<file path="src/hdl/mkes_pkg.sv">
// Shared types and constants of the matrix keypad event scanner.
package mkes_pkg;

   localparam int LANES        = 8;             // positions per column in the snapshot
   localparam int MATRIX_BITS  = LANES * LANES;
   localparam int KEYMAP_DEPTH = MATRIX_BITS;
   localparam int POS_W        = $clog2(KEYMAP_DEPTH);
   localparam int COORD_W      = 3;
   localparam int COUNT_W      = 4;
   localparam int GROUP_W      = 2;
   localparam int CODE_W       = 16;
   localparam int POLL_W       = 2;
   localparam int ACT_W        = 3;
   localparam int CSR_INDEX_W  = 1;

   localparam logic OP_LOAD = 1'b0;
   localparam logic OP_SCAN = 1'b1;

   localparam logic [CSR_INDEX_W-1:0] CSR_COLS = 1'b0;
   localparam logic [CSR_INDEX_W-1:0] CSR_ROWS = 1'b1;

   localparam logic [COUNT_W-1:0] COUNT_RESET = 4'd8;

   localparam logic [POLL_W-1:0] POLL_IDLE  = 2'd0;
   localparam logic [POLL_W-1:0] POLL_SHORT = 2'd1;
   localparam logic [POLL_W-1:0] POLL_LONG  = 2'd2;

   localparam logic [ACT_W-1:0] GROUP_NONE = 3'd4;

   typedef enum logic [1:0] {
      ST_IDLE,
      ST_WALK,
      ST_FINISH
   } walk_state_type;

   typedef struct packed {
      logic [GROUP_W-1:0] group;
      logic [CODE_W-1:0]  code;
   } entry_data_type;

   typedef struct packed {
      logic           valid;
      entry_data_type data;
   } entry_type;

   typedef struct packed {
      logic             we;
      logic [POS_W-1:0] addr;
      logic             valid;
      entry_data_type   data;
   } keymap_write_type;

   typedef struct packed {
      logic               event_valid;
      logic [COORD_W-1:0] event_col;
      logic [COORD_W-1:0] event_row;
      logic [CODE_W-1:0]  key_code;
      logic               pressed;
      logic [POLL_W-1:0]  poll_mode;
      logic               last;
   } rsp_word_type;

endpackage

</file>
<file path="src/hdl/mkes_if.sv">
// Request and response channel interfaces of the keypad event scanner.
interface mkes_req_if;
   import mkes_pkg::*;
   logic                     valid;
   logic                     ready;
   logic                     operation;
   logic [MATRIX_BITS-1:0]   key_matrix;
   logic [COORD_W-1:0]       entry_col;
   logic [COORD_W-1:0]       entry_row;
   logic                     entry_valid;
   logic [GROUP_W-1:0]       entry_group;
   logic [CODE_W-1:0]        entry_code;

   modport source (
      output valid, operation, key_matrix, entry_col, entry_row, entry_valid,
             entry_group, entry_code,
      input  ready
   );
   modport sink (
      input  valid, operation, key_matrix, entry_col, entry_row, entry_valid,
             entry_group, entry_code,
      output ready
   );
endinterface

interface mkes_rsp_if;
   import mkes_pkg::*;
   logic               valid;
   logic               ready;
   logic               event_valid;
   logic [COORD_W-1:0] event_col;
   logic [COORD_W-1:0] event_row;
   logic [CODE_W-1:0]  key_code;
   logic               pressed;
   logic [POLL_W-1:0]  poll_mode;
   logic               last;

   modport source (
      output valid, event_valid, event_col, event_row, key_code, pressed,
             poll_mode, last,
      input  ready
   );
   modport sink (
      input  valid, event_valid, event_col, event_row, key_code, pressed,
             poll_mode, last,
      output ready
   );
endinterface

</file>
<file path="src/hdl/matrix_keypad_event_scanner.sv">
// Matrix keypad event scanner: a load word writes one keymap entry. A scan word
// captures the masked snapshot, walks every position column-major at one keymap read
// per cycle through the single memory read port and the shared group compare, unless
// the result side holds a word while another one waits, and then issues the final
// word carrying the poll mode. The request side is ready only between scans; the last
// result word may still wait in the output register while the next word is accepted.
// Keymap valid bits are flops cleared by reset, so no clearing pass follows reset.
module matrix_keypad_event_scanner #(
   parameter int MAX_COLS = 8,
   parameter int MAX_ROWS = 8
) (
   input  logic                              clock,
   input  logic                              reset,
   input  logic                              csr_we,
   input  logic [mkes_pkg::CSR_INDEX_W-1:0]  csr_index,
   input  logic [mkes_pkg::COUNT_W-1:0]      csr_wdata,
   mkes_req_if.sink                          req_ch,
   mkes_rsp_if.source                        rsp_ch
);
   import mkes_pkg::*;

   logic [COUNT_W-1:0]     cols_ff, cols_in;
   logic [COUNT_W-1:0]     rows_ff, rows_in;
   logic [COUNT_W-1:0]     ncols;
   logic [COUNT_W-1:0]     nrows;
   logic [MATRIX_BITS-1:0] use_mask;
   logic                   accept;
   logic                   start;
   logic                   idle;
   logic [POS_W-1:0]       rd_addr;
   entry_type              rd_entry;
   keymap_write_type       wr;

   always_comb begin
      cols_in = cols_ff;
      rows_in = rows_ff;
      if (csr_we) begin
         unique case (csr_index)
            CSR_COLS: cols_in = csr_wdata;
            CSR_ROWS: rows_in = csr_wdata;
            default: ;
         endcase
      end
   end

   always_ff @(posedge clock) begin
      if (reset) begin
         cols_ff <= COUNT_RESET;
         rows_ff <= COUNT_RESET;
      end else begin
         cols_ff <= cols_in;
         rows_ff <= rows_in;
      end
   end

   // clamp counts above the build limits
   assign ncols = (cols_ff > COUNT_W'(MAX_COLS)) ? COUNT_W'(MAX_COLS) : cols_ff;
   assign nrows = (rows_ff > COUNT_W'(MAX_ROWS)) ? COUNT_W'(MAX_ROWS) : rows_ff;

   always_comb begin
      for (int c = 0; c < LANES; c++) begin
         for (int r = 0; r < LANES; r++) begin
            use_mask[c * LANES + r] = (COUNT_W'(c) < ncols) && (COUNT_W'(r) < nrows);
         end
      end
   end

   assign accept = req_ch.valid && req_ch.ready;
   assign start  = accept && (req_ch.operation == OP_SCAN);

   assign wr.we         = accept && (req_ch.operation == OP_LOAD);
   assign wr.addr       = {req_ch.entry_col, req_ch.entry_row};
   assign wr.valid      = req_ch.entry_valid;
   assign wr.data.group = req_ch.entry_group;
   assign wr.data.code  = req_ch.entry_code;

   assign req_ch.ready = idle;

   mkes_keymap u_keymap (
      .clock    (clock),
      .reset    (reset),
      .wr       (wr),
      .rd_addr  (rd_addr),
      .rd_entry (rd_entry)
   );

   mkes_walker u_walker (
      .clock       (clock),
      .reset       (reset),
      .start       (start),
      .scan_matrix (req_ch.key_matrix & use_mask),
      .scan_mask   (use_mask),
      .idle        (idle),
      .rd_addr     (rd_addr),
      .rd_entry    (rd_entry),
      .rsp         (rsp_ch)
   );

endmodule

</file>
<file path="src/hdl/mkes_keymap.sv">
// Keymap store: group and code in a memory, per-entry valid bits in flops.
module mkes_keymap (
   input  logic                      clock,
   input  logic                      reset,
   input  mkes_pkg::keymap_write_type wr,
   input  logic [mkes_pkg::POS_W-1:0] rd_addr,
   output mkes_pkg::entry_type        rd_entry
);
   import mkes_pkg::*;

   entry_data_type          key_mem [KEYMAP_DEPTH];
   logic [KEYMAP_DEPTH-1:0] valid_ff;
   logic [POS_W-1:0]        rd_addr_ff;
   entry_data_type          rd_data_ff;

   always_ff @(posedge clock) begin
      if (reset) begin
         valid_ff <= '0;
      end else if (wr.we) begin
         valid_ff[wr.addr] <= wr.valid;
      end
   end

   always_ff @(posedge clock) begin
      if (wr.we) begin
         key_mem[wr.addr] <= wr.data;
      end
      rd_data_ff <= key_mem[rd_addr];
      rd_addr_ff <= rd_addr;
   end

   assign rd_entry.valid = valid_ff[rd_addr_ff];
   assign rd_entry.data  = rd_data_ff;

endmodule

</file>
<file path="src/hdl/mkes_walker.sv">
// Scan sequencer: walks every position, filters the changed ones by group, queues result words.
module mkes_walker (
   input  logic                            clock,
   input  logic                            reset,
   input  logic                            start,
   input  logic [mkes_pkg::MATRIX_BITS-1:0] scan_matrix,
   input  logic [mkes_pkg::MATRIX_BITS-1:0] scan_mask,
   output logic                            idle,
   output logic [mkes_pkg::POS_W-1:0]      rd_addr,
   input  mkes_pkg::entry_type             rd_entry,
   mkes_rsp_if.source                      rsp
);
   import mkes_pkg::*;

   walk_state_type         state_ff, state_in;
   logic [POS_W-1:0]       pos_ff, pos_in;
   logic [MATRIX_BITS-1:0] now_ff, now_in;
   logic [MATRIX_BITS-1:0] changed_ff, changed_in;
   logic [MATRIX_BITS-1:0] prev_ff, prev_in;
   logic [ACT_W-1:0]       act_ff, act_in;
   logic                   spur_ff, spur_in;
   logic                   pend_vld_ff, pend_vld_in;
   rsp_word_type           pend_ff, pend_in;
   logic                   out_vld_ff, out_vld_in;
   rsp_word_type           out_ff, out_in;

   logic                   out_free;
   logic                   stall;
   logic                   at_end;
   logic                   chg;
   logic                   grp_ok;
   logic                   hit;
   logic [POLL_W-1:0]      mode;

   assign out_free = !out_vld_ff || rsp.ready;
   assign stall    = pend_vld_ff && !out_free;
   assign at_end   = (pos_ff == POS_W'(KEYMAP_DEPTH - 1));
   assign chg      = changed_ff[pos_ff];
   // shared group compare, one position a cycle unless the walk stalls
   assign grp_ok   = (act_ff == GROUP_NONE) || (act_ff == {1'b0, rd_entry.data.group});
   assign hit      = chg && rd_entry.valid && grp_ok;
   assign mode     = (now_ff == '0) ? POLL_IDLE : (spur_ff ? POLL_LONG : POLL_SHORT);

   always_comb begin
      state_in = state_ff;
      unique case (state_ff)
         ST_IDLE: begin
            if (start) state_in = ST_WALK;
         end
         ST_WALK: begin
            if (!stall && at_end) state_in = ST_FINISH;
         end
         ST_FINISH: begin
            if (out_free) state_in = ST_IDLE;
         end
         default: state_in = ST_IDLE;
      endcase
   end

   always_comb begin
      pos_in      = pos_ff;
      now_in      = now_ff;
      changed_in  = changed_ff;
      prev_in     = prev_ff;
      act_in      = act_ff;
      spur_in     = spur_ff;
      pend_vld_in = pend_vld_ff;
      pend_in     = pend_ff;
      out_vld_in  = out_vld_ff && !rsp.ready;
      out_in      = out_ff;
      unique case (state_ff)
         ST_IDLE: begin
            if (start) begin
               now_in      = scan_matrix;
               // compare only over the positions in use now
               changed_in  = (scan_matrix ^ prev_ff) & scan_mask;
               prev_in     = scan_matrix;
               pos_in      = '0;
               spur_in     = 1'b0;
               pend_vld_in = 1'b0;
            end
         end
         ST_WALK: begin
            if (!stall) begin
               pos_in = pos_ff + POS_W'(1);
               if (chg && !rd_entry.valid) spur_in = 1'b1;
               if (hit) begin
                  act_in = {1'b0, rd_entry.data.group};
                  // hand the held word on; it is not the final one
                  if (pend_vld_ff) begin
                     out_vld_in = 1'b1;
                     out_in     = pend_ff;
                  end
                  pend_vld_in         = 1'b1;
                  pend_in.event_valid = 1'b1;
                  pend_in.event_col   = pos_ff[POS_W-1 -: COORD_W];
                  pend_in.event_row   = pos_ff[COORD_W-1:0];
                  pend_in.key_code    = rd_entry.data.code;
                  pend_in.pressed     = now_ff[pos_ff];
                  pend_in.poll_mode   = POLL_IDLE;
                  pend_in.last        = 1'b0;
               end
            end
         end
         ST_FINISH: begin
            if (out_free) begin
               out_vld_in       = 1'b1;
               out_in           = pend_vld_ff ? pend_ff : '0;
               out_in.poll_mode = mode;
               out_in.last      = 1'b1;
               pend_vld_in      = 1'b0;
               // release the group once no key is held
               if (now_ff == '0) act_in = GROUP_NONE;
            end
         end
         default: begin
            pend_vld_in = 1'b0;
         end
      endcase
   end

   always_ff @(posedge clock) begin
      if (reset) begin
         state_ff    <= ST_IDLE;
         prev_ff     <= '0;
         act_ff      <= GROUP_NONE;
         pend_vld_ff <= 1'b0;
         out_vld_ff  <= 1'b0;
      end else begin
         state_ff    <= state_in;
         prev_ff     <= prev_in;
         act_ff      <= act_in;
         pend_vld_ff <= pend_vld_in;
         out_vld_ff  <= out_vld_in;
      end
   end

   always_ff @(posedge clock) begin
      pos_ff     <= pos_in;
      now_ff     <= now_in;
      changed_ff <= changed_in;
      spur_ff    <= spur_in;
      pend_ff    <= pend_in;
      out_ff     <= out_in;
   end

   assign idle    = (state_ff == ST_IDLE);
   assign rd_addr = pos_in;

   assign rsp.valid       = out_vld_ff;
   assign rsp.event_valid = out_ff.event_valid;
   assign rsp.event_col   = out_ff.event_col;
   assign rsp.event_row   = out_ff.event_row;
   assign rsp.key_code    = out_ff.key_code;
   assign rsp.pressed     = out_ff.pressed;
   assign rsp.poll_mode   = out_ff.poll_mode;
   assign rsp.last        = out_ff.last;

   a_finish_last: assert property (@(posedge clock) disable iff (reset)
      (state_ff == ST_FINISH && out_free) |=> (out_vld_ff && out_ff.last))
      else $error("final word not flagged last");

   a_pend_group: assert property (@(posedge clock) disable iff (reset)
      pend_vld_ff |-> (act_ff != GROUP_NONE))
      else $error("held event without an active group");

   a_mid_word: assert property (@(posedge clock) disable iff (reset)
      (out_vld_ff && !out_ff.last) |-> (out_ff.event_valid && out_ff.poll_mode == POLL_IDLE))
      else $error("non-final word malformed");

   a_start_walk: assert property (@(posedge clock) disable iff (reset)
      (state_ff == ST_IDLE && start) |=> (state_ff == ST_WALK && pos_ff == '0))
      else $error("scan did not start at position zero");

endmodule

</file>
<file path="src/flat_wrapper.sv">
// flat-port wrapper written by rule: the top's interface ports become plain ports
module matrix_keypad_event_scanner_flat import mkes_pkg::*;
#(
   parameter int MAX_COLS = 8,
   parameter int MAX_ROWS = 8
)
  (clock, reset, csr_we, csr_index, csr_wdata, req_ch_valid, req_ch_operation, req_ch_key_matrix, req_ch_entry_col, req_ch_entry_row, req_ch_entry_valid, req_ch_entry_group, req_ch_entry_code, req_ch_ready, rsp_ch_valid, rsp_ch_event_valid, rsp_ch_event_col, rsp_ch_event_row, rsp_ch_key_code, rsp_ch_pressed, rsp_ch_poll_mode, rsp_ch_last, rsp_ch_ready);
  mkes_req_if req_ch_i ();
  mkes_rsp_if rsp_ch_i ();
  input  logic clock;
  input  logic reset;
  input  logic csr_we;
  input  logic [mkes_pkg::CSR_INDEX_W-1:0] csr_index;
  input  logic [mkes_pkg::COUNT_W-1:0] csr_wdata;
  input wire logic [$bits(req_ch_i.valid)-1:0] req_ch_valid;
  input wire logic [$bits(req_ch_i.operation)-1:0] req_ch_operation;
  input wire logic [$bits(req_ch_i.key_matrix)-1:0] req_ch_key_matrix;
  input wire logic [$bits(req_ch_i.entry_col)-1:0] req_ch_entry_col;
  input wire logic [$bits(req_ch_i.entry_row)-1:0] req_ch_entry_row;
  input wire logic [$bits(req_ch_i.entry_valid)-1:0] req_ch_entry_valid;
  input wire logic [$bits(req_ch_i.entry_group)-1:0] req_ch_entry_group;
  input wire logic [$bits(req_ch_i.entry_code)-1:0] req_ch_entry_code;
  output wire logic [$bits(req_ch_i.ready)-1:0] req_ch_ready;
  output wire logic [$bits(rsp_ch_i.valid)-1:0] rsp_ch_valid;
  output wire logic [$bits(rsp_ch_i.event_valid)-1:0] rsp_ch_event_valid;
  output wire logic [$bits(rsp_ch_i.event_col)-1:0] rsp_ch_event_col;
  output wire logic [$bits(rsp_ch_i.event_row)-1:0] rsp_ch_event_row;
  output wire logic [$bits(rsp_ch_i.key_code)-1:0] rsp_ch_key_code;
  output wire logic [$bits(rsp_ch_i.pressed)-1:0] rsp_ch_pressed;
  output wire logic [$bits(rsp_ch_i.poll_mode)-1:0] rsp_ch_poll_mode;
  output wire logic [$bits(rsp_ch_i.last)-1:0] rsp_ch_last;
  input wire logic [$bits(rsp_ch_i.ready)-1:0] rsp_ch_ready;
  assign req_ch_i.valid = req_ch_valid;
  assign req_ch_i.operation = req_ch_operation;
  assign req_ch_i.key_matrix = req_ch_key_matrix;
  assign req_ch_i.entry_col = req_ch_entry_col;
  assign req_ch_i.entry_row = req_ch_entry_row;
  assign req_ch_i.entry_valid = req_ch_entry_valid;
  assign req_ch_i.entry_group = req_ch_entry_group;
  assign req_ch_i.entry_code = req_ch_entry_code;
  assign req_ch_ready = req_ch_i.ready;
  assign rsp_ch_valid = rsp_ch_i.valid;
  assign rsp_ch_event_valid = rsp_ch_i.event_valid;
  assign rsp_ch_event_col = rsp_ch_i.event_col;
  assign rsp_ch_event_row = rsp_ch_i.event_row;
  assign rsp_ch_key_code = rsp_ch_i.key_code;
  assign rsp_ch_pressed = rsp_ch_i.pressed;
  assign rsp_ch_poll_mode = rsp_ch_i.poll_mode;
  assign rsp_ch_last = rsp_ch_i.last;
  assign rsp_ch_i.ready = rsp_ch_ready;
  matrix_keypad_event_scanner #(.MAX_COLS(MAX_COLS), .MAX_ROWS(MAX_ROWS)) u_core (.clock(clock), .reset(reset), .csr_we(csr_we), .csr_index(csr_index), .csr_wdata(csr_wdata), .req_ch(req_ch_i), .rsp_ch(rsp_ch_i));
endmodule
</file>
<file path="config.mk">
export PLATFORM = sky130hd
export DESIGN_NAME = matrix_keypad_event_scanner_flat
export DESIGN_NICKNAME = d
export VERILOG_FILES = /design/src/hdl/mkes_pkg.sv /design/src/hdl/mkes_if.sv /design/src/hdl/matrix_keypad_event_scanner.sv /design/src/hdl/mkes_keymap.sv /design/src/hdl/mkes_walker.sv /design/src/flat_wrapper.sv
export SDC_FILE = /design/constraint.sdc
export NUM_CORES = 2
export LEC_CHECK = 0
export BUFFER_PORTS_ARGS = -buffer_cell sky130_fd_sc_hd__buf_2
export CAP_MARGIN = 20
export CORE_MARGIN = 1
export CORE_UTILIZATION = 40
export DETAILED_ROUTE_END_ITERATION = 10
export SYNTH_ARGS = -nofsm -noshare
export SYNTH_HDL_FRONTEND = slang
export SYNTH_HIERARCHICAL = 1
export SYNTH_SLANG_ARGS = --single-unit
</file>
<file path="constraint.sdc">
create_clock -name clock -period 13 [get_ports clock]
set_input_delay 1.95 -clock clock [delete_from_list [all_inputs] [get_ports clock]]
set_output_delay 1.95 -clock clock [all_outputs]
set_load 0.03 [all_outputs]
</file>
======== Word-level counts from Yosys, hierarchy flattened ========
Memory sizes are Yosys's and may differ from the RTL's. A register that Yosys moved wholly into a read port is not among the register bits.
Index checks and enable logic that the tools add are counted.
word-level totals
  register bits after elaboration ......... 328
  RAM bits ................................ 1,152
  output and inout bits ................... 29
  word-level logic and storage cells ...... 205
  memories ................................ 1
memory list
  memory                   words  width  rd ports  clocked after memory_dff  wr ports  RTL line           RTL
  u_core.u_keymap.key_mem  64     18     1         1                         1         mkes_keymap.sv:11  entry_data_type key_mem [KEYMAP_DEPTH];
operators by class
  $add $sub $neg .......................... 1
  order comparisons ....................... 21
  equality and inequality tests ........... 13
  mux-type cells .......................... 46
  bitwise operators ....................... 6
  reductions and logical operators ........ 94
operators with widths
  operator             count
  $mux 27              5
  $and 64x64->64       2
  $logic_and 1x1->1    74
  $bwmux 64            1
  $logic_not 64->1     1
  $xor 64x64->64       1
  $pmux 27 s2          1
  $lt 3x4->1 const A   8
  $bmux 1 s6           3
  $lt 1x4->1 const A   4
  $lt 2x4->1 const A   4
  $mux 1               16
  $ne 2x2->1 const B   8
  $lt 6x7->1 const B   2
  $mux 3               4
  $mux 6               2
  $pmux 6 s2           1
  $mux 2               5
  $reduce_and 5->1     2
  $gt 4x4->1 const B   2
  $mux 4               2
  $reduce_and 4->1     2
  $add 6x1->6 const B  1
  $demux 1 s6          1
  17 further kinds     29

======== Depth between registers and ports, before layout ========
  depth after elaboration ................. 8
  mapped depth ............................ 15

======== By module ========
Netlist, hierarchy kept.
modules (own cells, without submodules)
  module                       instances  cells an instance  area an instance (µm²)
  mkes_keymap                  1          2,387              47,958.5
  mkes_walker                  1          803                10,650.2
  matrix_keypad_event_scanner  1          219                1,285.0

======== Least setup slack after synthesis ========
Ideal clock, no wire load.
  path kind ............................... input to register
  from .................................... in req_ch_operation
  to ...................................... reg u_core.u_walker.changed_ff[0] (enable)
  library setup time ...................... 543 ps
  data arrival time ....................... 5,919 ps
  data required time ...................... 12,457 ps
  setup slack ............................. 6,537 ps
  stages .................................. 4
  cell sequence ........................... and3_1 nand2_1 inv_1 clkbuf_1
on the way
  longest elaborated chain between the ends .. 2
RTL lines
  element                            RTL line                           RTL
  start: declaration                 flat_wrapper.sv:16                 input wire logic [$bits(req_ch_i.operation)-1:0] req_ch_operation;
  $logic_and 1x1->1                  matrix_keypad_event_scanner.sv:69  assign start = accept && (req_ch.operation == OP_SCAN);
  $reduce_and 2->1 (no source line)  --
  end signal: assignment             mkes_walker.sv:141                 changed_ff <= changed_in;
  end: declaration                   mkes_walker.sv:18                  logic [MATRIX_BITS-1:0] changed_ff, changed_in;
No other way between the ends.
A chain may end at the register's enable or synchronous reset.

======== Worst setup path in the final report ========
  from .................................... in rsp_ch_ready
  to ...................................... reg u_core/u_keymap/rd_entry[11] (netlist name)
on the way
  longest elaborated chain between the ends .. 5
RTL lines
  element                RTL line                           RTL
  start: declaration     flat_wrapper.sv:32                 input wire logic [$bits(rsp_ch_i.ready)-1:0] rsp_ch_ready;
  $logic_or 1x1->1       mkes_walker.sv:35                  assign out_free = !out_vld_ff || rsp.ready;
  $logic_not 1->1        mkes_walker.sv:36                  assign stall = pend_vld_ff && !out_free;
  $logic_and 1x1->1      mkes_walker.sv:36
  $mux 6                 mkes_walker.sv:84                  if (!stall) begin
  $pmux 6 s2             mkes_walker.sv:71                  unique case (state_ff)
  via u_core.rd_addr[1]  matrix_keypad_event_scanner.sv:30  logic [POS_W-1:0] rd_addr;
The timed path passes the listed nets, and every way through them passes these cells.

==> qor.yml <==
status:
  outcome: "completed"
power_and_ir_drop:
  p_sw_mw: 3.875
  seq_power_share: 0.414
  leakage_nw: 21.71
  powerDensity_nw_per_um2: 196.0
  vdd_drop_max_mv: 0.3629
  p_sw_frac: 0.2906
  p_comb_frac: 0.249
  p_int_mw: 9.460
  clkPwrFrac: 0.336
clock_network:
  clkTransAtPathRegs_ns: 0.06
  postCtsHoldBufs: 0
  cts.sinks: 1504
  worstSkewPairLatency_ns: 0.77
  root_buffer: "clkbuf_16"
  clock_path_buffers: 3
  tritoncts: "built"
  cts_buffers: 152
  post_cts_buffers: 0
  ctsResizeCount: 0
  htree_levels: 4
die:
  core_area_sq_um: 148200
  io_pins: 129
  die_h_microns: 389.0
  num_rows: 141
  die_x_microns: 389.0
  die-area_sq_um: 151300
  start_util: 0.4042
route:
  routed_wl_microns: 156300
  num_vias: 32195
  drtPass1Iterations: 6
  via_per_inst: 5.704
  detail_route.wl_per_cell_microns: 27.69
  ant_nets: 0
  drc: 0
  drtIter0Drc: 3627
finish:
  final_util: 0.4591
  drive_gt1_frac: 0.2393
  fin_cells: 5644
  syn_to_final_growth_pct: 13.59
  design_area_sq_um: 68030
  fillCellCount: 12627
  nets: 3693
synthesis:
  ys_seq_area_frac: 0.7251
  ys_ff_latch: 1504
  async_flop_share: 0
  synth_warnings: 6
  syn_area_sq_um: 59890
  yosysUniqueCellTypes: 75
  syn-num-nets: 3513
  synth-edff-count: 1331
  avgSynthCellArea_sq_um: 17.57
  syn-instance-count: 3409
  synth-main-ff-cell: "edfxtp_1"
setup_path:
  ff2ff_setup_slack_ns: 7.71
  worstPathRequired_ns: 13.64
  path_class: "primary input to flip-flop"
  worstPathArrival_ns: 6.43
  worstPathMaxFanout: 109
  endpoint_kind: "flip-flop"
  worstSetupStartpointType: "primary input"
place:
  dp.final_hpwl_microns: 93080
  dpl.cell_count: 5363
  placed_cell_area_sq_um: 62880
  dpl_worst_slack_ns: 6.484
  place_congestion: 0.8386
  numPortBuffers: 128
timing:
  timing.final.crit_share: 0.4452
  maxSlewHeadroom: 0.2762
  skew_ns: 0.02825
  slew_violations: 0
  max_freq_ghz: 0.1728
  setup_viol: 0
  worst_slack_ns: 7.212
  tightest_slew_ns: 1.083
  hold_viol: 0
  finalWorstPathRequiredPeriod_ns: 5.788
  finalSetupTns_ns: 0
  rsz0062_at_grt: "no"
global_route:
  grt_overflow: 0
  grt_pass1_vias: 31384
  grtUsageTotal: 0.2056
  grt_max_degree: 149
  grt_pass1_wl_microns: 224700
  antenna_found_initial: 5
run:
  maxCapViolCount: 0
min_path:
  hold_path_class: "flip-flop to flip-flop"
## power by group through the flow
stage          Clock [mW]  Combinational, mW  Sequential (mW)
2_1_floorplan           0               2.38             5.59
4_1_cts              4.57               3.33             5.53
3_3_place_gp            0               3.31             5.63
6_report             4.49               3.32             5.53
5_1_grt              4.74               3.51             5.53
3_5_place_dp            0               3.32             5.63
## sequential cells by signal, indices dropped and copies added, names as in the netlist, 6 cells and up
name                          cells
u_core/u_keymap/key_mem        1152
u_core/u_keymap/rd_entry         18
u_core/u_keymap/rd_addr_ff        6
u_core/u_keymap/valid_ff         64
u_core/u_walker/changed_ff       64
u_core/u_walker/rsp.key_code     16
u_core/u_walker/prev_ff          64
u_core/u_walker/pend_ff          23
u_core/u_walker/now_ff           64
u_core/u_walker/pos_ff            6
## final timing paths
check / start / end / cells past startpoint
setup reg to reg: u_core/u_walker/state_ff[0] / u_core/u_keymap/rd_entry[11] / 12
hold / removal: u_core/u_keymap/rd_entry[2] / u_core/u_walker/pend_ff[6] / 0
hold reg to reg: u_core/u_keymap/rd_entry[2] / u_core/u_walker/pend_ff[6] / 0
setup / recovery: rsp_ch_ready / u_core/u_keymap/rd_entry[11] / 11
## per-layer routing
layer	up-vias	track usage	wire length, microns
li1	13904	-	-
met1	16790	0.2814	65520
met2	1283	0.3226	73190
met3	214	0.04726	12620
met4	4	0.07258	4932
met5	-	0	28
## synthesized netlist by cell type, types with 4 or more instances
cell type     n  area share
edfxtp_1   1331        0.67
nand2_1     260       0.016
mux4_2      244       0.092
dfxtp_1     173       0.058
a21oi_1     164       0.014
nor2_1      149      0.0093
and2_1      106       0.011
mux2_2       92       0.017
mux2i_1      80       0.013
clkbuf_1     79      0.0050
a211oi_1     71      0.0089
and3_1       71      0.0074
xor2_1       67      0.0098
o21ai_0      64      0.0053
buf_2        48      0.0040
o22ai_1      37      0.0039
a22oi_1      34      0.0043
mux4_1       34       0.015
nor4_1       31      0.0032
buf_4        30      0.0038
buf_6        28      0.0053
nor2b_1      27      0.0028
buf_1        14     0.00088
a221o_1      12      0.0020
a311oi_1     11      0.0016
nand2b_1     11      0.0011
nand3_1      11     0.00092
a221oi_1     10      0.0015
a22o_1        9      0.0013
inv_1         9     0.00056
nand4_1       7     0.00073
nor3_1        7     0.00058
a31oi_1       6     0.00063
or2_2         6     0.00063
a21o_1        5     0.00063
or3_1         5     0.00052
a2111oi_0     4     0.00058
ha_1          4     0.00084
nand3b_1      4     0.00050
nor3b_1       4     0.00050
## cell type report
cell class | instances | area, sq um | area share
flip-flops and latches | 1504 | 43430 | 0.6384
diodes | 3 | 7.507 | 0.0001103
clock inverters | 75 | 850.8 | 0.01251
repair buffers | 234 | 1520 | 0.02235
clock buffers | 201 | 4268 | 0.06273
multi-input cells | 1686 | 15490 | 0.2277
inverters | 11 | 46.29 | 0.0006805
well taps | 1930 | 2415 | 0.03549
## cell families (layout without fill, tap and decap cells)
| logic type | after synthesis | after routing | share of synthesized area |
|---|---|---|---|
| adder cells (fa/ha/maj) | 4 | 4 | 0.0008356 |
| buffers and inverters | 219 | 521 | 0.02125 |
| AND/OR/NAND/NOR | 709 | 709 | 0.05701 |
| flip-flops | 1504 | 1504 | 0.7251 |
| AO/OA/AOI/OAI | 453 | 453 | 0.04819 |
| multiplexers | 450 | 450 | 0.1373 |
| XOR/XNOR | 70 | 70 | 0.01024 |
| other | 0 | 3 | 0 |
## cell usage in the layout, fill, tap and decap left out, drive strengths merged, types with 66 or more instances in the layout
cell type  count
nand2        261
nor2         151
clkbuf       201
mux4         278
mux2i         80
and3          71
o21ai         66
mux2          92
edfxtp      1331
a211oi        73
a21oi        165
xor2          67
and2         106
buf          234
dfxtp        173
## critical path, stage by stage
cell      delay (ns)
buf_2           0.10
nor2b_1         0.33
nand2_1         0.27
o21ai_0         0.31
a22o_4          0.57
buf_12          0.56
nand2b_2        0.83
a211oi_1        0.46
a211oi_1        0.08
a221oi_1        0.56
nor4_1          0.10
## metrics by stage
| step | total power [mW] | hold WS [ns] |
|---|---|---|
| 6_report | 13.34 | 0.4262 |
| 5_1_grt | 13.78 | 0.4377 |
| 4_1_cts | 13.43 | 0.4254 |
| 3_5_place_dp | 8.951 | 0.4124 |
| 3_3_place_gp | 8.942 | 0.4132 |
| 2_1_floorplan | 7.967 | 0.3855 |
Power figures use the tool's default switching activity.
